**config.mk**
```make
export PLATFORM = sky130hd
export DESIGN_NAME = brq_queue
export DESIGN_NICKNAME = d
export VERILOG_FILES = /design/src/hw/rtl/brq_pkg.sv /design/src/hw/rtl/brq_queue.sv
export SDC_FILE = /design/constraint.sdc
export NUM_CORES = 1
export LEC_CHECK = 0
export ABC_AREA = 1
export BUFFER_PORTS_ARGS = -buffer_cell sky130_fd_sc_hd__buf_2
export CAP_MARGIN = 20
export CORE_ASPECT_RATIO = 1.4
export CORE_MARGIN = 5
export CORE_UTILIZATION = 30
export CTS_BUF_LIST = sky130_fd_sc_hd__clkbuf_8
export DETAILED_ROUTE_END_ITERATION = 8
export PLACE_DENSITY_LB_ADDON = 0.05
export SYNTH_ARGS = -nofsm -noshare
export SYNTH_HDL_FRONTEND = slang
export SYNTH_SLANG_ARGS = --single-unit
```
**constraint.sdc**
```tcl
create_clock -name clk -period 1.6 [get_ports clk]
set_input_delay 0.08 -clock clk [delete_from_list [all_inputs] [get_ports clk]]
set_output_delay 0.08 -clock clk [all_outputs]
set_load 0.01 [all_outputs]
```
**src/hw/rtl/brq_pkg.sv**
```systemverilog
// brq_pkg: shared types, constants and popcount helper for the bit vector rank block
// no dependencies; used by brq_front, brq_queue, brq_back and bitvector_rank_query
`timescale 1ns / 1ps
`default_nettype none

package brq_pkg;

  localparam int BLOCK_W = 8;
  localparam int OFF_W   = 3;
  localparam int POS_W   = 14;
  localparam int BLK_W   = POS_W - OFF_W;
  localparam int POP_W   = 4;
  localparam int Q_DEPTH = 2;

  localparam logic [POS_W-1:0] COUNT_MAX = {POS_W{1'b1}};

  localparam logic CMD_LOAD  = 1'b0;
  localparam logic CMD_QUERY = 1'b1;

  // one classified query waiting for the back end
  typedef struct packed {
    logic             ok;
    logic [OFF_W-1:0] off;
    logic [BLK_W-1:0] blk;
  } query_t;

  // set bits among bits 0..off of a block
  function automatic logic [POP_W-1:0] pop_upto(input logic [BLOCK_W-1:0] bits,
                                                input logic [OFF_W-1:0] off);
    logic [POP_W-1:0] n;
    n = '0;
    for (int i = 0; i < BLOCK_W; i++) begin
      if (OFF_W'(i) <= off) begin
        n = n + POP_W'(bits[i]);
      end
    end
    return n;
  endfunction

endpackage

`default_nettype wire

```
**src/hw/rtl/brq_queue.sv**
```systemverilog
// brq_queue: short fifo of classified queries between front and back end
// uses brq_pkg
`timescale 1ns / 1ps
`default_nettype none

module brq_queue (
  input  wire logic    clk,
  input  wire logic    rst,
  input  wire logic    push_valid,
  input  wire brq_pkg::query_t push_data,
  output logic         full,
  output logic         pop_valid,
  input  wire logic    pop_ready,
  output brq_pkg::query_t pop_data
);

  localparam int PW = (brq_pkg::Q_DEPTH > 1) ? $clog2(brq_pkg::Q_DEPTH) : 1;
  localparam int NW = $clog2(brq_pkg::Q_DEPTH + 1);

  brq_pkg::query_t entries [brq_pkg::Q_DEPTH];
  logic [PW-1:0] wptr;
  logic [PW-1:0] rptr;
  logic [NW-1:0] count;
  logic          do_push;
  logic          do_pop;

  assign full      = (count == NW'(brq_pkg::Q_DEPTH));
  assign pop_valid = (count != '0);
  assign pop_data  = entries[rptr];
  assign do_push   = push_valid && !full;
  assign do_pop    = pop_valid && pop_ready;

  always_ff @(posedge clk) begin
    if (do_push) begin
      entries[wptr] <= push_data;
    end
  end

  always_ff @(posedge clk) begin
    if (rst) begin
      wptr  <= '0;
      rptr  <= '0;
      count <= '0;
    end else begin
      if (do_push) begin
        wptr <= (wptr == PW'(brq_pkg::Q_DEPTH - 1)) ? '0 : wptr + PW'(1);
      end
      if (do_pop) begin
        rptr <= (rptr == PW'(brq_pkg::Q_DEPTH - 1)) ? '0 : rptr + PW'(1);
      end
      case ({do_push, do_pop})
        2'b10:   count <= count + NW'(1);
        2'b01:   count <= count - NW'(1);
        default: count <= count;
      endcase
    end
  end

  a_no_overflow: assert property (@(posedge clk) disable iff (rst)
    push_valid |-> !full)
    else $error("query pushed into a full queue");

endmodule

`default_nettype wire

```
==> results.sh <==
export IMPL_io_pin_count=36
export IMPL_die_x_microns=67.6
export IMPL_skew_ns=0.00228
export IMPL_r2r_cells=9
export IMPL_drt_iter0_drc=6
export IMPL_layout_commonest_cell="buf_2"
export IMPL_portBuffers=35
export IMPL_gp_congestion=0.624
export IMPL_clock_sinks=35
export IMPL_cts_path_max_buffers=2
export IMPL_synth_top_family_by_area="multiplexers"
export IMPL_cp_max_fo=4
export IMPL_grt_max_degree=11
export IMPL_rr_startpoint="count[0]"
export IMPL_cts_tree="done"
export IMPL_hold_violations=0
export IMPL_synth_xor_area_share_pct=0
export IMPL_cts_setup_buffers=0
export IMPL_hpwl_microns=1840
export IMPL_insertion_delay_ns=0.28
export IMPL_nets=168
export IMPL_n_antenna_cell=0
export IMPL_swShare_pct=27.2
export IMPL_p_int_w=0.00172
export IMPL_vias=852
export IMPL_synth_cell_types=17
export IMPL_viasPerCell=4.04
export IMPL_synth_seq_cells=35
export IMPL_seq_area_frac_synth_pct=71.9
export IMPL_p_per_area_nw_per_um2=1240
export IMPL_multi_input_area_sq_um=328
export IMPL_worstMarginPinSlew_ns=0.176
export IMPL_required_ns=1.82
export IMPL_synth_top_cells_by_area="edfxtp_1 65%, mux2_4 11%, dfxtp_1 7.2%"
export IMPL_worstHoldStart="rst"
export IMPL_avgSynthCellArea_sq_um=16.0
export IMPL_final_cell_mix="35 x buf_2, 30 x edfxtp_1, 15 x dlygate4sd3_1"
export IMPL_yosys_warnings=0
export IMPL_power_switching_w=0.000642
export IMPL_sequentialPowerShare_pct=49.1
export IMPL_setup_viol_count_final=0
export IMPL_hold_path_end="wptr"
export IMPL_min_period_over_period_pct=90.3
export IMPL_first_pass_iters=4
export IMPL_synthesis_area_sq_um=1390
export IMPL_fin_crit_ns=1.44
export IMPL_hold_class="primary input to flip-flop"
export IMPL_layout_drive_gt1_share_pct=45.6
export IMPL_startpoint_type="flip-flop"
export IMPL_synth_simple_gate_area_share_pct=6.38
export IMPL_clockPowerShare_pct=24.4
export IMPL_syn_nets=107
export IMPL_reg2reg_to="count[1]"
export IMPL_setup_slack_ns=0.155
export IMPL_grt_pass1_wl_microns=4200
export IMPL_drtAntennaViolNets=0
export IMPL_grt_ovfl_total=0
export IMPL_drv_cap=0
export IMPL_finalWirelength_microns=2520
export IMPL_pwr_share_comb_pct=26.6
export IMPL_worstHoldPathCells=4
export IMPL_ir_drop_mv=0.563
export IMPL_drc=0
export IMPL_critPathArrivalTime_ns=1.66
export IMPL_end_kind="flip-flop"
export IMPL_synthAdderAreaFrac_pct=0.898
export IMPL_std_cell_rows=29
export IMPL_grt_antenna_before_repair=0
export IMPL_synthMuxAreaShare_pct=14.8
export IMPL_syn_to_final_growth_pct=36.0
export IMPL_slew_viol_final=0
export IMPL_fp_dieH_microns=90.6
export IMPL_critical_path_class="flip-flop to flip-flop"
export IMPL_rsz0062_at_grt="no"
export IMPL_fin_setup_tns_ns=0
export IMPL_coreArea_sq_um=4540
export IMPL_clk_pin_slew_ns=0.06
export IMPL_initial_core_util_pct=30.7
export IMPL_ctsRootBufferMaster="clkbuf_8"
export IMPL_post_place_ws_ns=0.129
export IMPL_grt_pass1_vias=931
export IMPL_rrSetupSlack_ns=0.16
export IMPL_grt_total_usage_pct=9.52
export IMPL_ff_latch_area_sq_um=1000
export IMPL_synth_compound_area_share_pct=1.08
export IMPL_status="completed"
export IMPL_clock_fmax_mhz=692
export IMPL_relSlewSlack_pct=88.2
export IMPL_synth_top_area_cell="edfxtp_1"
export IMPL_p_leak_nw=0.793
export IMPL_syn_inst=87
export IMPL_yosys_area_top_type_share_pct=64.7
export IMPL_htree_levels=2
export IMPL_wire_per_inst_microns=12.0
export IMPL_fill_cells=443
export IMPL_cts_buffers_inserted=5
export IMPL_dieArea_sq_um=6120
[through the flow]
stage	std cells	util, %	power (W)	area (sq um)	hold WS, ns
after floorplan	87	-	0.00159	1400	0.179
after global placement	188	36.6	0.00176	1660	0.268
after detailed placement	188	36.6	0.00179	1660	0.271
after CTS	211	41.7	0.00240	1890	0.0816
after global routing	211	41.8	0.00252	1890	0.0948
final	211	41.8	0.00236	1890	0.0945
[cell families (layout without fill, tap and decap cells)]
logic type | after synthesis | after routing
buf+inv | 12 | 74
fa+ha+maj | 1 | 1
compound gates | 3 | 3
flops | 35 | 35
simple gates | 21 | 21
mux | 15 | 15
[layer usage]
metal | part of all wire (%) | global-route usage [%]
met1 | 38 | 10.1
met2 | 55 | 15.8
met3 | 5.4 | 4.23
met4 | 1.5 | 4.06
met5 | 0 | 0
[registers in the layout, summed over array words and instances (netlist names), named ones only]
name,cells
count,2
entries,30
rptr,1
wptr,1
[worst max-delay path, cell delays in order, from the launching register on]
cell and delay [ns]:
dfxtp_1 0.41, nor2_2 0.08, nor2_2 0.12, inv_1 0.08, ha_1 0.31, inv_1 0.08
nand2_1 0.07, nor2_1 0.11, nor2_1 0.05, nor2_1 0.08
[Yosys cell counts]
cell type	n
a21oi_1	1
edfxtp_1	30
inv_2	2
o21ai_0	1
buf_12	1
nand2_1	6
mux2_2	5
nand4_1	1
inv_1	8
dfxtp_1	5
nand2_2	2
o21ai_1	1
mux2_4	10
ha_1	1
nor2_2	1
buf_6	1
nor2_1	11
[power groups by stage]
stage          logic (W)  clock network [W]  registers (W)
6_report        0.000626           0.000575        0.00116
5_1_grt         0.000692           0.000653        0.00117
4_1_cts         0.000640           0.000601        0.00116
3_5_place_dp    0.000609                  0        0.00118
3_3_place_gp    0.000594                  0        0.00117
2_1_floorplan   0.000420                  0        0.00117
[how the worst max path moves through the flow]
stage,from,end
after CTS,count[1],count[1]
final,count[0],count[1]
after detailed placement,count[1],count[1]
after global placement,count[1],count[1]
after floorplan,count[0],entries[0][0]
after global routing,count[1],count[1]
[layout make-up]
type / count / share of cell area (%)
clock buffer: 5 / 3.63
sequential: 35 / 52.8
timing repair buffer: 56 / 19.6
inverter: 10 / 1.98
clock inverter: 3 / 0.594
tap: 62 / 4.10
multi-input combinational: 40 / 17.3
[repair_timing]
action / in CTS / in global routing
setup endpoints to repair: 0 / 1
resized for setup: 0 / 1
endpoints found under the hold margin: 30 / 0
hold buffers: 15 / 0
No activity file was read; power rests on OpenSTA's default activity.
