File: config.mk
export PLATFORM = sky130hd
export DESIGN_NAME = brq_front
export DESIGN_NICKNAME = d
export VERILOG_FILES = /design/src/hw/rtl/brq_pkg.sv /design/src/hw/rtl/brq_front.sv
export SDC_FILE = /design/constraint.sdc
export NUM_CORES = 1
export LEC_CHECK = 0
export ABC_AREA = 1
export BUFFER_PORTS_ARGS = -buffer_cell sky130_fd_sc_hd__clkbuf_2
export CAP_MARGIN = 0
export CORE_ASPECT_RATIO = 0.9
export CORE_MARGIN = 3
export CORE_UTILIZATION = 40
export DETAILED_ROUTE_END_ITERATION = 8
export GPL_TIMING_DRIVEN = 0
export PLACE_DENSITY = 0.74
export SYNTH_ARGS = -nofsm -noshare
export SYNTH_HDL_FRONTEND = slang
export SYNTH_SLANG_ARGS = --single-unit
export TNS_END_PERCENT = 10
File: constraint.sdc
create_clock -name clk -period 5.1 [get_ports clk]
set_input_delay 1.02 -clock clk [delete_from_list [all_inputs] [get_ports clk]]
set_output_delay 1.02 -clock clk [all_outputs]
set_load 0.01 [all_outputs]
File: src/hw/rtl/brq_pkg.sv
// brq_pkg: shared types, constants and popcount helper for the bit vector rank block
// no dependencies; used by brq_front, brq_queue, brq_back and bitvector_rank_query
`timescale 1ns / 1ps
`default_nettype none

package brq_pkg;

  localparam int BLOCK_W = 8;
  localparam int OFF_W   = 3;
  localparam int POS_W   = 14;
  localparam int BLK_W   = POS_W - OFF_W;
  localparam int POP_W   = 4;
  localparam int Q_DEPTH = 2;

  localparam logic [POS_W-1:0] COUNT_MAX = {POS_W{1'b1}};

  localparam logic CMD_LOAD  = 1'b0;
  localparam logic CMD_QUERY = 1'b1;

  // one classified query waiting for the back end
  typedef struct packed {
    logic             ok;
    logic [OFF_W-1:0] off;
    logic [BLK_W-1:0] blk;
  } query_t;

  // set bits among bits 0..off of a block
  function automatic logic [POP_W-1:0] pop_upto(input logic [BLOCK_W-1:0] bits,
                                                input logic [OFF_W-1:0] off);
    logic [POP_W-1:0] n;
    n = '0;
    for (int i = 0; i < BLOCK_W; i++) begin
      if (OFF_W'(i) <= off) begin
        n = n + POP_W'(bits[i]);
      end
    end
    return n;
  endfunction

endpackage

`default_nettype wire

File: src/hw/rtl/brq_front.sv
// brq_front: accepts items, appends loaded blocks with their prefix counts,
// classifies rank queries for the back end; uses brq_pkg
`timescale 1ns / 1ps
`default_nettype none

module brq_front #(
  parameter int MAX_BLOCKS = 1024,
  parameter int AW         = (MAX_BLOCKS > 1) ? $clog2(MAX_BLOCKS) : 1
) (
  input  wire logic                        clk,
  input  wire logic                        rst,
  input  wire logic                        cfg_we,
  input  wire logic [brq_pkg::POS_W-1:0]   cfg_wdata,
  input  wire logic                        accept,
  input  wire logic                        cmd,
  input  wire logic [brq_pkg::BLOCK_W-1:0] block_bits,
  input  wire logic [brq_pkg::POS_W-1:0]   position,
  output logic                             ram_we,
  output logic [AW-1:0]                    ram_waddr,
  output logic [brq_pkg::BLOCK_W+brq_pkg::POS_W-1:0] ram_wdata,
  output logic                             push_valid,
  output brq_pkg::query_t                  push_data
);

  localparam int CW   = $clog2(MAX_BLOCKS + 1);
  localparam int CMPW = (CW > brq_pkg::BLK_W) ? CW : brq_pkg::BLK_W;

  logic [brq_pkg::POS_W-1:0] total_bits;
  logic [CW-1:0]             blocks_loaded;
  logic [brq_pkg::POS_W-1:0] running_count;
  logic [brq_pkg::POS_W-1:0] running_count_next;
  logic [brq_pkg::POS_W:0]   run_sum;
  logic [brq_pkg::POS_W-1:0] k_m1;
  logic                      store_full;
  logic                      do_load;

  assign store_full = (blocks_loaded == CW'(MAX_BLOCKS));
  assign do_load    = accept && (cmd == brq_pkg::CMD_LOAD) && !store_full;

  assign run_sum = {1'b0, running_count}
                 + (brq_pkg::POS_W + 1)'(brq_pkg::pop_upto(block_bits, 3'd7));
  assign running_count_next = (run_sum > {1'b0, brq_pkg::COUNT_MAX}) ?
                              brq_pkg::COUNT_MAX : run_sum[brq_pkg::POS_W-1:0];

  assign ram_we    = do_load;
  assign ram_waddr = AW'(blocks_loaded);
  assign ram_wdata = {block_bits, running_count};

  // position k maps to block (k-1)/8 and offset (k-1)%8
  assign k_m1 = position - brq_pkg::POS_W'(1);

  always_comb begin
    push_valid    = accept && (cmd == brq_pkg::CMD_QUERY);
    push_data.off = k_m1[brq_pkg::OFF_W-1:0];
    push_data.blk = k_m1[brq_pkg::POS_W-1:brq_pkg::OFF_W];
    push_data.ok  = (position != '0) && (position <= total_bits)
                 && (CMPW'(push_data.blk) < CMPW'(blocks_loaded));
  end

  always_ff @(posedge clk) begin
    if (rst) begin
      total_bits    <= '0;
      blocks_loaded <= '0;
      running_count <= '0;
    end else begin
      if (cfg_we) begin
        total_bits <= cfg_wdata;
      end
      if (do_load) begin
        blocks_loaded <= blocks_loaded + CW'(1);
        running_count <= running_count_next;
      end
    end
  end

  a_loaded_bound: assert property (@(posedge clk) disable iff (rst)
    blocks_loaded <= CW'(MAX_BLOCKS))
    else $error("block count beyond store depth");

  a_count_monotonic: assert property (@(posedge clk) disable iff (rst)
    1'b1 |=> running_count >= $past(running_count))
    else $error("running count went down");

endmodule

`default_nettype wire

==> summary.md <==
| Metric | Value |
|---|---|
| Outcome | finished clean |
| CTS tree | built |
| Total die area | 0.00928 mm² |
| Post-synth ARST share | 0 |
| Slew Limit Headroom | 0.667 |
| DR pass1 iterations | 4 |
| Pre-CTS setup slack | 0.682 ns |
| Max_cap viols | 0 |
| Hold Crit Class | flop to flop |
| Post-placement cell area | 0.00382 mm² |
| Initial Util | 0.422 |
| Post-synthesis sequential area ratio | 0.239 |
| RePlAce Congestion | about 0.85 |
| Core area | 0.00773 mm² |
| Top FF cell, synth | dfxtp_1 |
| Final cycle utilization of the critical path | 0.858 |
| RSZ-0062 raised after global routing | false |
| Startpoint types | primary input |
| Largest net degree at the start of global routing | 12 |
| Worst setup path start | position[0] |
| Max IR drop VDD | 0.000112 V |
| DP Wirelength | 6.62 mm |
| Postcts setup bufs | 0 |
| Antenna cell count | 0 |
| Hold_buf cts | 0 |
| Reg2Reg Depth | 12 |
| Routed via count | 3278 |
| Mapped Avg Cell Area | 6.79 µm² |
| Antenna-violating nets left | 0 |
| Final WL | 7.78 mm |
| First-pass GRT wire length | about 13 mm |
| Design area | 0.00391 mm² |
| Critical-path top delay cell | ha_1 |
| WP data arrival | 3.36 ns |
| Die extent in x | 101 µm |
| Max Fclk | 228 MHz |
| Resized Gates After CTS | 0 |
| Rows | 30 |
| CP cell instances | clkbuf_2, inv_1, ha_1, nand2_1, nor2_1, inv_1, nor3_1, xor2_1, inv_1, ha_1, nand2_1, inv_1, nand3_1, inv_1, a21oi_1, nand2_1, nor2_1, clkbuf_2 |
| Minimum clock period | 4.38 ns |
| CP Max Fanout | 5 |
| Setup WS post-layout | 0.723 ns |
| Crit-path most repeated cell | inv_1 |
| Synth Warn # | 0 |
| I/O Buffers | 88 |
| Setup TNS | 0 ns |
| CP endpoint kind | primary output |
| Clk buf depth | 2 |
| Vias per cell | 4.87 |
| DRT iter0 DRCs | 95 |
| CTS clock-pin slew for the worst setup and hold paths | around 0.080 ns |
| Average wire per standard cell | ~12 µm |
| GRT overflow | 0 |
| Netlist cell types | 31 |
| Fill cells | 798 |
| P_leak | 0.00192 µW |
| Worst Hold Path Cells | 2 |
| PwrDens | between 150 and 200 mW/mm² |
| Syn Inst Count | 481 |
| CP peak stage delay | between 0.2 and 0.3 ns |
| Final hold violations | 0 |
| R2R Path Start | running_count[0] |
| Clk root buf | clkbuf_8 |
| Nets | 655 |
| Vias in the first global route | slightly above 3000 |
| # clock sinks | 39 |
| Drt drc | 0 |
| H-tree depth | 2 |
| Initial antenna violation count | 0 |
| Final Non-Filler Cells | 673 |
| Yosys reg bits | 39 |
| Num CTS Buffers | 5 |
| Share of layout cells above drive strength 1 | 0.232 |
| Worst Skew | roughly 0.015 ns |
| Critical path required time | 4.08 ns |
| Final setup viols | 0 |
| Syn_nets | 560 |
| Clock latency at the later pin of the worst-skew pair | 0.30 ns |
| P&R area growth vs syn | 19.7% |
| Critical path type | primary input to primary output |
| Gr usage total | 0.171 |
| Ports | 90 |
| Synthesized area | roughly 0.0033 mm² |
| Slew Viols, Final | 0 |
| Post-synth EDFFs | 0 |
| Hold_sp | total_bits[9] |
| Flop-to-flop setup slack | approximately 2.0 ns |
| Post-Place Cells | 665 |
| Finished Core Util | 0.505 |
| Worst-margin pin slew | between 0.4 and 0.5 ns |
| DIE HEIGHT | ~92 µm |
==> logic make-up (layout without fill, tap and decap cells) <==
family / count (synthesis) / after routing / share of synthesized area
AOI/OAI and AO/OA: 77 / 77 / 0.125
adders and majority gates: 38 / 38 / 0.157
and+or+nand+nor: 208 / 208 / 0.282
buffers and inverters: 98 / 194 / 0.140
DFF: 39 / 39 / 0.239
xor gates and xnor gates: 21 / 21 / 0.0563
==> power by group <==
part | switching [µW] | internal (µW) | total [µW]
Clock | 112 | 96.2 | 208
Combinational | 130 | 96.1 | 226
Sequential | 7.02 | 317 | 324
==> worst max-delay path: cells and delay by family <==
family                     cells  cell delay [ns]
xor gates and xnor gates       1             0.18
adders and majority gates      2             0.55
and+or+nand+nor                7             0.83
buffers and inverters          7             0.64
AOI/OAI and AO/OA              1             0.13
==> path summary, 6_finish.rpt <==
| check | to |
|---|---|
| setup / recovery | push_data[14] |
| hold / removal | total_bits[9] |
| setup reg to reg | running_count[13] |
| hold reg to reg | total_bits[9] |
==> cell usage in the layout, fill, tap and decap left out, types with 2 or more instances in the layout <==
cell type / instances
nor2_1: 34
o21ai_0: 24
ha_1: 33
clkbuf_2: 88
buf_6: 2
nand2_1: 119
inv_2: 4
xnor2_1: 4
dfxtp_1: 39
clkbuf_1: 8
buf_4: 20
clkbuf_8: 5
a21oi_1: 45
nor2_2: 6
nand3b_1: 5
nor3_1: 7
nor4_1: 2
o21ai_1: 3
fa_1: 5
xor2_1: 17
inv_1: 66
nand3_2: 3
nand3_1: 23
nand4_1: 5
==> synthesized netlist by cell type (2+ instances only) <==
master / number / area (µm²)
ha_1: 33 / 413
buf_4: 20 / 150
nand3_2: 3 / 30.0
xor2_1: 17 / 149
o21ai_1: 3 / 15.0
buf_6: 2 / 22.5
nor2_2: 6 / 37.5
nand3b_1: 5 / 37.5
o21ai_0: 24 / 120
a21oi_1: 45 / 225
dfxtp_1: 39 / 781
clkbuf_1: 6 / 22.5
inv_2: 4 / 15.0
nor2_1: 34 / 128
nand4_1: 5 / 31.3
fa_1: 5 / 100
nor4_1: 2 / 12.5
nor3_1: 7 / 35.0
xnor2_1: 4 / 35.0
nand3_1: 23 / 115
inv_1: 66 / 248
nand2_1: 119 / 447
==> flip-flops by register name, summed over array words and instances, names as in the netlist <==
name,count
blocks_loaded,11
running_count,14
total_bits,14
==> area by class of cell <==
type                    instances  area, µm²  area share
plain buffers                  28        195      0.0500
clock buffers                   7       76.3      0.0195
clock inverters                 1       5.00     0.00128
inverters                      70        263      0.0673
multi-input cells             344       2030       0.519
flip-flops and latches         39        781       0.200
well taps                      96        120      0.0307
repair buffers                 88        440       0.113
==> layer usage <==
layer,GRT usage,up-vias,wire [µm]
li1,-,1716,-
met1,0.214,1460,3420
met2,0.293,95,3720
met3,0.0373,7,559
met4,0.0476,0,77
met5,0,-,0
==> per-stage QoR <==
| step | hold WS, ns | power [µW] |
|---|---|---|
| 2_1_floorplan | 0.433 | 485 |
| 3_3_place_gp | 0.451 | 551 |
| 3_5_place_dp | 0.459 | 560 |
| 4_1_cts | 0.470 | 770 |
| 5_1_grt | 0.489 | 815 |
| 6_report | 0.463 | 758 |
Note: power is estimated with default switching activity, not from simulation.
