File: src/hw/rtl/brq_ram.sv
// brq_ram: generic simple dual port ram, one write and one registered read port
// no dependencies
`timescale 1ns / 1ps
`default_nettype none

module brq_ram #(
  parameter int WIDTH = 8,
  parameter int DEPTH = 16,
  parameter int AW    = (DEPTH > 1) ? $clog2(DEPTH) : 1
) (
  input  wire logic             clk,
  input  wire logic             we,
  input  wire logic [AW-1:0]    waddr,
  input  wire logic [WIDTH-1:0] wdata,
  input  wire logic             re,
  input  wire logic [AW-1:0]    raddr,
  output logic      [WIDTH-1:0] rdata
);

  logic [WIDTH-1:0] mem [DEPTH];

  always_ff @(posedge clk) begin
    if (we) begin
      mem[waddr] <= wdata;
    end
    if (re) begin
      rdata <= mem[raddr];
    end
  end

endmodule

`default_nettype wire

File: config.mk
export PLATFORM = sky130hd
export DESIGN_NAME = brq_ram
export DESIGN_NICKNAME = d
export VERILOG_FILES = /design/src/hw/rtl/brq_ram.sv
export SDC_FILE = /design/constraint.sdc
export NUM_CORES = 1
export LEC_CHECK = 0
export ABC_AREA = 1
export BUFFER_PORTS_ARGS = -buffer_cell sky130_fd_sc_hd__buf_2
export CAP_MARGIN = 20
export CORE_MARGIN = 4
export CORE_UTILIZATION = 45
export DETAILED_ROUTE_END_ITERATION = 8
export GPL_ROUTABILITY_DRIVEN = 1
export GPL_TIMING_DRIVEN = 0
export HOLD_SLACK_MARGIN = 0.03
export RECOVER_POWER = 25
export SYNTH_ARGS = -nofsm -noshare
export SYNTH_HDL_FRONTEND = slang
export SYNTH_SLANG_ARGS = --single-unit
File: constraint.sdc
create_clock -name clk -period 2.4 [get_ports clk]
set_input_delay 0.24 -clock clk [delete_from_list [all_inputs] [get_ports clk]]
set_output_delay 0.24 -clock clk [all_outputs]
set_load 0.005 [all_outputs]
==> flow_metrics.env, run 1 <==
export IMPL_core_area_mm2=0.01267
export IMPL_syn_area_per_cell_um2=10.61
export IMPL_grt_usage=0.2108
export IMPL_arrival_ns=1.37
export IMPL_via_per_inst=5.068
export IMPL_path_class="in -> reg"
export IMPL_drc=0
export IMPL_ys_ff_latch=136
export IMPL_cts_buffers=17
export IMPL_tritoncts="built"
export IMPL_rrSetupSlack_ns=1.22
export IMPL_clk_latency_ns=0.43
export IMPL_required_ns=2.45
export IMPL_p_seq_frac=0.451
export IMPL_area_growth_syn_to_layout_pct=16.80
export IMPL_grt_pass1_wl_mm=22.25
export IMPL_hp_class="in -> reg"
export IMPL_skew_ns=0.01381
export IMPL_period_minus_slack_ns=1.328
export IMPL_cp_slowest_cell="nor2_1"
export IMPL_status="completed"
export IMPL_worstReg2RegEnd="rdata[0]"
export IMPL_synth_top_cell_area_share=0.6985
export IMPL_fmax_mhz=753.1
export IMPL_drtIter0Drc=426
export IMPL_vias=3943
export IMPL_worst_path_max_fanout=8
export IMPL_initial_core_util=0.4614
export IMPL_cts_sinks=136
export IMPL_worst_pin_slew_ns=0.9132
export IMPL_final_max_slew_viol_count=0
export IMPL_intPower_mw=4.713
export IMPL_wl_mm=14.49
export IMPL_final_common_cell="nand2_1"
export IMPL_antenna_found_initial=0
export IMPL_cts_buffer_depth=2
export IMPL_crit_buf_inv=1
export IMPL_firstDrtPassIters=7
export IMPL_drive_gt1_frac=0.1188
export IMPL_die_w_um=122.0
export IMPL_cpPeakStageDelay_ns=0.75
export IMPL_antenna_left=0
export IMPL_yosysSeqAreaShare=0.6985
export IMPL_p_leak_nw=2.935
export IMPL_gp_congestion=0.9892
export IMPL_yosys_warnings=0
export IMPL_io_buffer_count=23
export IMPL_fillers=1073
export IMPL_num_rows=41
export IMPL_worstHoldStart="wdata[0]"
export IMPL_cts_resized=0
export IMPL_synthCells=551
export IMPL_wl_per_cell_um=18.62
export IMPL_yosysUniqueCellTypes=11
export IMPL_place_ws_ns=0.6000
export IMPL_die_h_um=122.0
export IMPL_whs_ns=0.2603
export IMPL_grt_max_degree=17
export IMPL_fin_crit_sh=0.5533
export IMPL_final_nets=612
export IMPL_mostFrequentLayoutCells="173 x nand2_1, 136 x edfxtp_1, 100 x inv_1"
export IMPL_vdd_ir_drop_max_mv=0.4532
export IMPL_worstHoldPathCells=1
export IMPL_rsz0062_at_grt="no"
export IMPL_p_sw_mw=1.245
export IMPL_cts_hold_buffers=0
export IMPL_setup_viol=0
export IMPL_htreeDepth=4
export IMPL_grt_pass1_vias=3697
export IMPL_postLayoutSetupSlackWorst_ns=1.072
export IMPL_synthesis_area_mm2=0.005847
export IMPL_overflow=0
export IMPL_worstPathCellList="buf_2 > nand3b_1 > nor2_1"
export IMPL_reg2regPathDepth=6
export IMPL_maxCapViolations=0
export IMPL_post_cts_buffers=0
export IMPL_finalHoldViolations=0
export IMPL_relSlewSlack=0.3890
export IMPL_die_area_mm2=0.01488
export IMPL_synth_nets=570
export IMPL_synth_top_area_cell="edfxtp_1"
export IMPL_start_kind="input port"
export IMPL_dp_hpwl_mm=9.373
export IMPL_swShare=0.2089
export IMPL_hold_end="mem[15][0]"
export IMPL_p_comb_frac=0.058
export IMPL_n_antenna_cell=0
export IMPL_cp_top_family="simple AND/OR/NAND/NOR gates"
export IMPL_clk_pin_slew_worst_paths_ns=0.06
export IMPL_r2r_start="mem[6][0]"
export IMPL_worstSetupEndpointType="register"
export IMPL_power_frac_clock=0.491
export IMPL_tns_ns=0
export IMPL_cts_root_buf="clkbuf_16"
export IMPL_power_density_mw_per_mm2=872.4
export IMPL_ys_top_cells_by_area="edfxtp_1 70%, nand2_1 11%, nand3_1 8.3%"
export IMPL_num_io_pins=27
-- Yosys cell counts --
master,count
nor2_1,17
inv_2,2
edfxtp_1,136
nand3b_1,2
buf_2,13
buf_4,4
nand3_1,97
buf_6,6
buf_1,1
nand2_1,173
inv_1,100
-- worst max path at each step --
| stage | cells past startpoint | end | from |
|---|---|---|---|
| 4_1_cts | 3 | mem[5][0] | waddr[3] |
| 2_1_floorplan | 2 | mem[10][0] | waddr[2] |
| 3_3_place_gp | 3 | mem[4][0] | waddr[3] |
| 5_1_grt | 3 | mem[5][1] | waddr[3] |
| 3_5_place_dp | 3 | mem[5][0] | waddr[3] |
| 6_report | 3 | mem[5][5] | waddr[3] |
-- sequential cells by signal (all words and copies together), names as in the netlist --
signal / cells
mem: 128
rdata: 8
-- layer usage --
metal	track usage	vias up	part of all wire
li1	-	1864	-
met1	0.3041	1893	0.45
met2	0.3170	160	0.46
met3	0.04410	26	0.070
met4	0.07843	0	0.023
met5	0	-	0
-- logic make-up (layout without fill, tap and decap cells) --
logic type,count (synthesis),after routing,synth area share
AND/OR/NAND/NOR,289,289,0.2076
buffers and inverters,126,181,0.09394
flip-flops,136,136,0.6985
-- power groups by stage --
stage                     sequential [mW]  clock (mW)  combinational (mW)
after floorplan                      2.74           0               0.188
after global placement               2.74           0               0.341
after detailed placement             2.74           0               0.345
after CTS                            2.69        2.93               0.347
after global routing                 2.69        3.04               0.386
final                                2.69        2.92               0.346
-- worst reg2reg max path, stage by stage (launching register included) --
cell and delay (ns):
edfxtp_1 0.37, inv_1 0.06, nand2_1 0.05, nand3_1 0.09, nand3_1 0.11, nand3_1 0.15
nand2_1 0.10
-- layout make-up --
cell class	instances	area (µm²)	share of cell area
Buffer	24	166.4	0.02437
Clock buffer	18	429.2	0.06284
Clock inverter	14	229.0	0.03353
Inverter	102	382.9	0.05606
Multi-Input combinational cell	289	1214	0.1777
Sequential cell	136	4084	0.5980
Tap cell	172	215.2	0.03151
Timing Repair Buffer	23	108.9	0.01594
-- metrics by stage --
step                      power (mW)  utilization  instances  area, µm²
after floorplan                2.926            -        551       5847
after global placement         3.077       0.4875        746       6177
after detailed placement       3.083       0.4875        746       6177
after CTS                      5.970       0.5394        778       6835
after global routing           6.120       0.5390        778       6829
final                          5.957       0.5390        778       6829
Note: power is estimated with default switching activity, not from simulation.
==> run 2, diff against run 1 <==
--- a/config.mk
+++ b/config.mk
@@ -5,7 +5,7 @@
 export SDC_FILE = /design/constraint.sdc
 export NUM_CORES = 1
 export LEC_CHECK = 0
-export ABC_AREA = 1
+export ABC_AREA = 0
 export BUFFER_PORTS_ARGS = -buffer_cell sky130_fd_sc_hd__buf_2
 export CAP_MARGIN = 20
 export CORE_MARGIN = 4
==> constraint.sdc (replaced) <==
create_clock -name clk -period 1.2 [get_ports clk]
set_input_delay 0.12 -clock clk [delete_from_list [all_inputs] [get_ports clk]]
set_output_delay 0.12 -clock clk [all_outputs]
set_load 0.005 [all_outputs]
==> run 2 against run 1 <==
Net effect: the run now ends with negative setup slack left; highest routed layer unchanged; synthesized cell count fell by 58%; first-iteration DRC count fell by 43%; final area fell by 9.3%; critical path type is now reg -> reg; count of clock-buffer cells in the layout fell by 1.
==> flow_metrics.env, run 2 <==
export IMPL_reg2regPathDepth=3
export IMPL_mostFrequentLayoutCells="136 x edfxtp_1, 32 x mux4_2, 23 x buf_2"
export IMPL_vdd_ir_drop_max_mv=0.9744
export IMPL_die_area_mm2=0.01341
export IMPL_postLayoutSetupSlackWorst_ns=-0.2834
export IMPL_post_cts_buffers=0
export IMPL_die_w_um=115.8
export IMPL_cpPeakStageDelay_ns=0.51
export IMPL_period_minus_slack_ns=1.483
export IMPL_place_area_mm2=0.005553
export IMPL_firstDrtPassIters=4
export IMPL_num_io_pins=27
export IMPL_rrSetupSlack_ns=-0.28
export IMPL_syn_area_per_cell_um2=22.83
export IMPL_crit_start="mem[4][0]"
export IMPL_yosysMostFrequentCell="edfxtp_1"
export IMPL_finalHoldViolations=0
export IMPL_final_nets=292
export IMPL_synth_nets=248
export IMPL_maxCapViolations=0
export IMPL_crit_buf_inv=0
export IMPL_grt_pass1_wl_mm=14.70
export IMPL_yosysUniqueCellTypes=18
export IMPL_antenna_found_initial=0
export IMPL_skew_ns=0.006252
export IMPL_clk_latency_ns=0.41
export IMPL_fin_crit_sh=1.236
export IMPL_stdcell_area_mm2=0.006195
export IMPL_worst_path_max_fanout=1
export IMPL_drtIter0Drc=244
export IMPL_ys_top_cells_by_area="edfxtp_1 78%, mux4_2 7.8%, mux4_1 7.0%"
export IMPL_num_rows=39
export IMPL_cp_slowest_cell="mux4_2"
export IMPL_final_common_cell="edfxtp_1"
export IMPL_synthesis_area_mm2=0.005228
export IMPL_synth_edf_count=136
export IMPL_vias=2380
export IMPL_antenna_left=0
export IMPL_yosys_warnings=0
export IMPL_p_leak_nw=2.009
export IMPL_setup_viol=8
export IMPL_arrival_ns=1.63
export IMPL_drive_gt1_frac=0.3811
export IMPL_synth_top_cell_area_share=0.7812
export IMPL_grt_usage=0.1620
export IMPL_dp_hpwl_mm=6.195
export IMPL_synth_common_cells="136 x edfxtp_1, 18 x mux4_2, 16 x a22oi_1"
export IMPL_yosysSeqAreaShare=0.7812
export IMPL_grt_pass1_vias=2389
export IMPL_core_area_mm2=0.01142
export IMPL_wl_per_cell_um=22.83
export IMPL_rsz0062_at_grt="yes"
export IMPL_cp_depth=3
export IMPL_cts_buffer_depth=2
export IMPL_drc=0
export IMPL_status="finished with violations"
export IMPL_fmax_mhz=674.1
export IMPL_clk_pin_slew_worst_paths_ns=0.06
export IMPL_ys_ff_latch=136
export IMPL_synth_top_area_cell="edfxtp_1"
export IMPL_worstPathCellList="mux4_2 > a22oi_2 > nand2_1"
export IMPL_via_per_inst=5.548
export IMPL_hp_class="in -> reg"
export IMPL_ys_flop_type="edfxtp_1"
export IMPL_relSlewSlack=0.4960
export IMPL_async_flop_share=0
export IMPL_worst_pin_slew_ns=0.7532
export IMPL_area_growth_syn_to_layout_pct=18.50
export IMPL_reg_top3="mem x128, rdata x8"
export IMPL_io_buffer_count=25
export IMPL_cts_sinks=136
export IMPL_final_max_slew_viol_count=0
export IMPL_tns_ns=-1.730
export IMPL_n_antenna_cell=0
export IMPL_tritoncts="built"
export IMPL_start_kind="register"
export IMPL_cts_root_buf="clkbuf_16"
export IMPL_path_class="reg -> reg"
export IMPL_gp_congestion=0.6925
export IMPL_r2r_start="mem[4][0]"
export IMPL_die_h_um=115.8
export IMPL_worstSetupEndpointType="register"
export IMPL_grt_max_degree=17
export IMPL_synthCells=229
export IMPL_overflow=0
export IMPL_crit_end="rdata[0]"
export IMPL_place_ws_ns=-0.4796
export IMPL_cts_hold_buffers=0
export IMPL_cp_top_family="multiplexers"
export IMPL_required_ns=1.35
export IMPL_cts_buffers=17
export IMPL_power_density_mw_per_mm2=1816
export IMPL_violations="negative setup slack"
export IMPL_initial_core_util=0.4578
export IMPL_htreeDepth=4
export IMPL_worstReg2RegEnd="rdata[0]"
export IMPL_largest_reg_flops=128
export IMPL_largest_register="mem"
export IMPL_wl_mm=9.796
==> run 2: cell count changes after synthesis, moves of 3 or more <==
cell,change
clkdlybuf4s25_2,+3
buf_6,-3
inv_1,-100
nand3_1,-96
nor2_1,-4
buf_4,-3
a22oi_1,+16
mux4_2,+18
mux4_1,+14
nand2_1,-164
nor3_1,+4
buf_2,-10
==> run 2: where the power goes <==
part	internal, mW	switching [mW]	total [mW]
clock	3.44	1.89	5.33
combinational	0.231	0.315	0.545
sequential	5.35	0.0221	5.38
==> run 2: cell families after synthesis <==
logic type             count (synthesis)  share of synthesized area
flip-flops                           136                     0.7812
multiplexers                          32                     0.1479
buffers and inverters                 10                    0.01651
AO/OA/AOI/OAI                         16                    0.02298
AND/OR/NAND/NOR                       35                    0.03136
==> run 2: timing repair <==
item,CTS,global route
resized for setup,5,6
endpoints found under the setup margin,8,28
cloned,0,0
pin swaps,2,0
==> run 2: stage by stage <==
stage / std cells / hold WS [ns] / total power [mW] / util
after global placement: 397 / 0.4691 / 5.998 / 0.4863
after detailed placement: 397 / 0.4771 / 6.011 / 0.4863
after CTS: 429 / 0.03619 / 11.33 / 0.5410
after floorplan: 229 / 0.2189 / 5.773 / -
after global routing: 429 / 0.1251 / 11.57 / 0.5425
final: 429 / 0.1181 / 11.25 / 0.5425
==> run 2: worst min-delay path by stage <==
stage / slack [ns] / startpoint / depth (start not counted) / end
global placement: 0.47 / re / 1 / rdata[2]
CTS: 0.04 / re / 1 / rdata[2]
detailed placement: 0.48 / re / 1 / rdata[2]
floorplan: 0.22 / wdata[0] / 0 / mem[0][0]
global route: 0.13 / wdata[0] / 1 / mem[4][0]
finish: 0.12 / wdata[2] / 1 / mem[5][2]
==> run 2: final cells by class <==
class	count	area, µm²
well taps	143	178.9
clock buffers	17	425.4
multi-input cells	83	1085
flip-flops and latches	136	4084
fillers	871	5224
plain buffers	10	120.1
clock inverters	15	182.7
repair buffers	25	118.9
==> run 2: metal layers <==
layer / wire length, µm / GRT usage / share of wire / up-vias
met5: 0 / 0 / 0 / -
met1: 4456 / 0.2351 / 0.45 / 1236
li1: - / - / - / 1062
met4: 78 / 0.06497 / 0.0080 / 0
met2: 4724 / 0.2340 / 0.48 / 74
met3: 536 / 0.04648 / 0.055 / 8
==> run 3, diff against run 2 <==
--- a/config.mk
+++ b/config.mk
@@ -14,7 +14,8 @@
 export GPL_ROUTABILITY_DRIVEN = 1
 export GPL_TIMING_DRIVEN = 0
 export HOLD_SLACK_MARGIN = 0.03
-export RECOVER_POWER = 25
+export PLACE_DENSITY = 0.62
+export RECOVER_POWER = 50
 export SYNTH_ARGS = -nofsm -noshare
 export SYNTH_HDL_FRONTEND = slang
 export SYNTH_SLANG_ARGS = --single-unit
==> run 3 against run 2 <==
Net effect: core utilization fell by 0.32 points; the run still ends with negative setup slack left; non-clock buffer count did not move; sequential share of layout area rose by 0.39 points.
==> flow_metrics.env, run 3 (same netlist as run 2, synthesis figures left out) <==
export IMPL_worstHoldStart="re"
export IMPL_hold_end="rdata[0]"
export IMPL_htreeDepth=4
export IMPL_final_cells=429
export IMPL_area_growth_syn_to_layout_pct=17.81
export IMPL_arrival_ns=1.60
export IMPL_die_area_mm2=0.01341
export IMPL_rrSetupSlack_ns=-0.25
export IMPL_place_ws_ns=-0.4875
export IMPL_violations="negative setup slack"
export IMPL_overflow=0
export IMPL_dp_hpwl_mm=6.358
export IMPL_cp_slowest_cell="mux4_2"
export IMPL_largest_register="mem"
export IMPL_initial_core_util=0.4578
export IMPL_drtIter0Drc=153
export IMPL_worstReg2RegEnd="rdata[5]"
export IMPL_hp_class="in -> reg"
export IMPL_wl_mm=9.954
export IMPL_power_density_mw_per_mm2=1772
export IMPL_fin_crit_sh=1.210
export IMPL_antenna_left=0
export IMPL_worstSetupEndpointType="register"
export IMPL_skew_ns=0.006412
export IMPL_vdd_ir_drop_max_mv=0.8376
export IMPL_grt_pass1_vias=2532
export IMPL_fmax_mhz=688.6
export IMPL_die_w_um=115.8
export IMPL_whs_ns=0.1327
export IMPL_via_per_inst=5.548
export IMPL_antenna_found_initial=0
export IMPL_wl_per_cell_um=23.20
export IMPL_path_class="reg -> reg"
export IMPL_r2r_start="mem[7][5]"
export IMPL_status="finished with violations"
export IMPL_multiInputGateArea_mm2=0.001084
export IMPL_vias=2380
export IMPL_cts_buffers=17
export IMPL_n_antenna_cell=0
export IMPL_core_area_mm2=0.01142
export IMPL_drive_gt1_frac=0.3776
export IMPL_io_buffer_count=25
export IMPL_rsz0062_at_grt="yes"
export IMPL_postLayoutSetupSlackWorst_ns=-0.2522
export IMPL_num_io_pins=27
export IMPL_grt_max_degree=17
export IMPL_num_rows=39
export IMPL_required_ns=1.35
export IMPL_finalHoldViolations=0
export IMPL_final_max_slew_viol_count=0
export IMPL_fillers=884
export IMPL_cts_root_buf="clkbuf_16"
export IMPL_mostFrequentLayoutCells="136 x edfxtp_1, 32 x mux4_2, 19 x buf_2"
export IMPL_dp_cells=397
export IMPL_grt_pass1_wl_mm=14.97
export IMPL_cp_top_family="multiplexers"
export IMPL_cts_sinks=136
export IMPL_clk_pin_slew_worst_paths_ns=0.06
export IMPL_grt_usage=0.1620
export IMPL_drc=0
export IMPL_gp_congestion=0.6898
export IMPL_setup_viol=8
export IMPL_clk_latency_ns=0.41
export IMPL_seqCellArea_mm2=0.004084
export IMPL_crit_buf_inv=0
export IMPL_cts_buffer_depth=2
export IMPL_firstDrtPassIters=4
export IMPL_start_kind="register"
export IMPL_final_common_cell="edfxtp_1"
export IMPL_die_h_um=115.8
export IMPL_maxCapViolations=0
export IMPL_reg_top3="mem x128, rdata x8"
export IMPL_final_nets=292
export IMPL_worst_pin_slew_ns=0.8317
export IMPL_largest_reg_flops=128
export IMPL_worstHoldPathCells=1
export IMPL_reg2regPathDepth=3
export IMPL_cpPeakStageDelay_ns=0.53
export IMPL_worst_path_max_fanout=1
export IMPL_tritoncts="built"
export IMPL_relSlewSlack=0.4435
export IMPL_period_minus_slack_ns=1.452
export IMPL_p_leak_nw=1.967
export IMPL_worstPathCellList="mux4_2 > a22oi_2 > nand2_1"
export IMPL_total_power_mw=10.92
## run 3: what timing repair did
item	in CTS	in global routing
cloned	0	0
gates resized for setup	7	5
setup buffers	0	0
hold buffers	0	0
endpoints found under the setup margin	11	27
pin swaps	3	2
## run 3: layout make-up
| cell class | instances | share of cell area |
|---|---|---|
| Tap cell | 143 | 0.02905 |
| Clock buffer | 17 | 0.06908 |
| Buffer | 10 | 0.01950 |
| Sequential cell | 136 | 0.6631 |
| Clock inverter | 15 | 0.02479 |
| Multi-Input combinational cell | 83 | 0.1759 |
| Timing Repair Buffer | 25 | 0.01849 |
## run 3: per-layer routing
metal,wire length [µm],track usage,up-vias
met4,71,0.05104,0
met1,4307,0.2302,1233
met3,560,0.04491,5
met2,5014,0.2470,82
li1,-,-,1060
met5,0,0,-
## run 3: where the power goes
group | internal, mW | leakage [nW] | switching [mW]
sequential | 5.36 | 1.24 | 0.0237
clock | 3.06 | 0.273 | 1.93
combinational | 0.229 | 0.457 | 0.319
## run 3: worst max-delay path by stage
stage / start / to / cells after the start
after CTS: mem[4][0] / rdata[0] / 3
after global placement: raddr[1] / rdata[0] / 5
after detailed placement: raddr[1] / rdata[0] / 5
after floorplan: raddr[0] / rdata[1] / 5
final: mem[7][5] / rdata[5] / 3
after global routing: mem[3][0] / rdata[0] / 3
## run 3: through the flow
stage          area (µm²)    util  TNS, ns
6_report             6158  0.5393   -1.781
2_1_floorplan        5249       -   -1.136
3_5_place_dp         5553  0.4863   -44.47
4_1_cts              6155  0.5390   -1.885
3_3_place_gp         5553  0.4863   -42.56
5_1_grt              6158  0.5393   -2.248
## run 3: worst reg2reg max path: stages, from the launching register on
cell	delay [ns]
edfxtp_1	0.37
mux4_2	0.53
a22oi_2	0.19
nand2_1	0.11
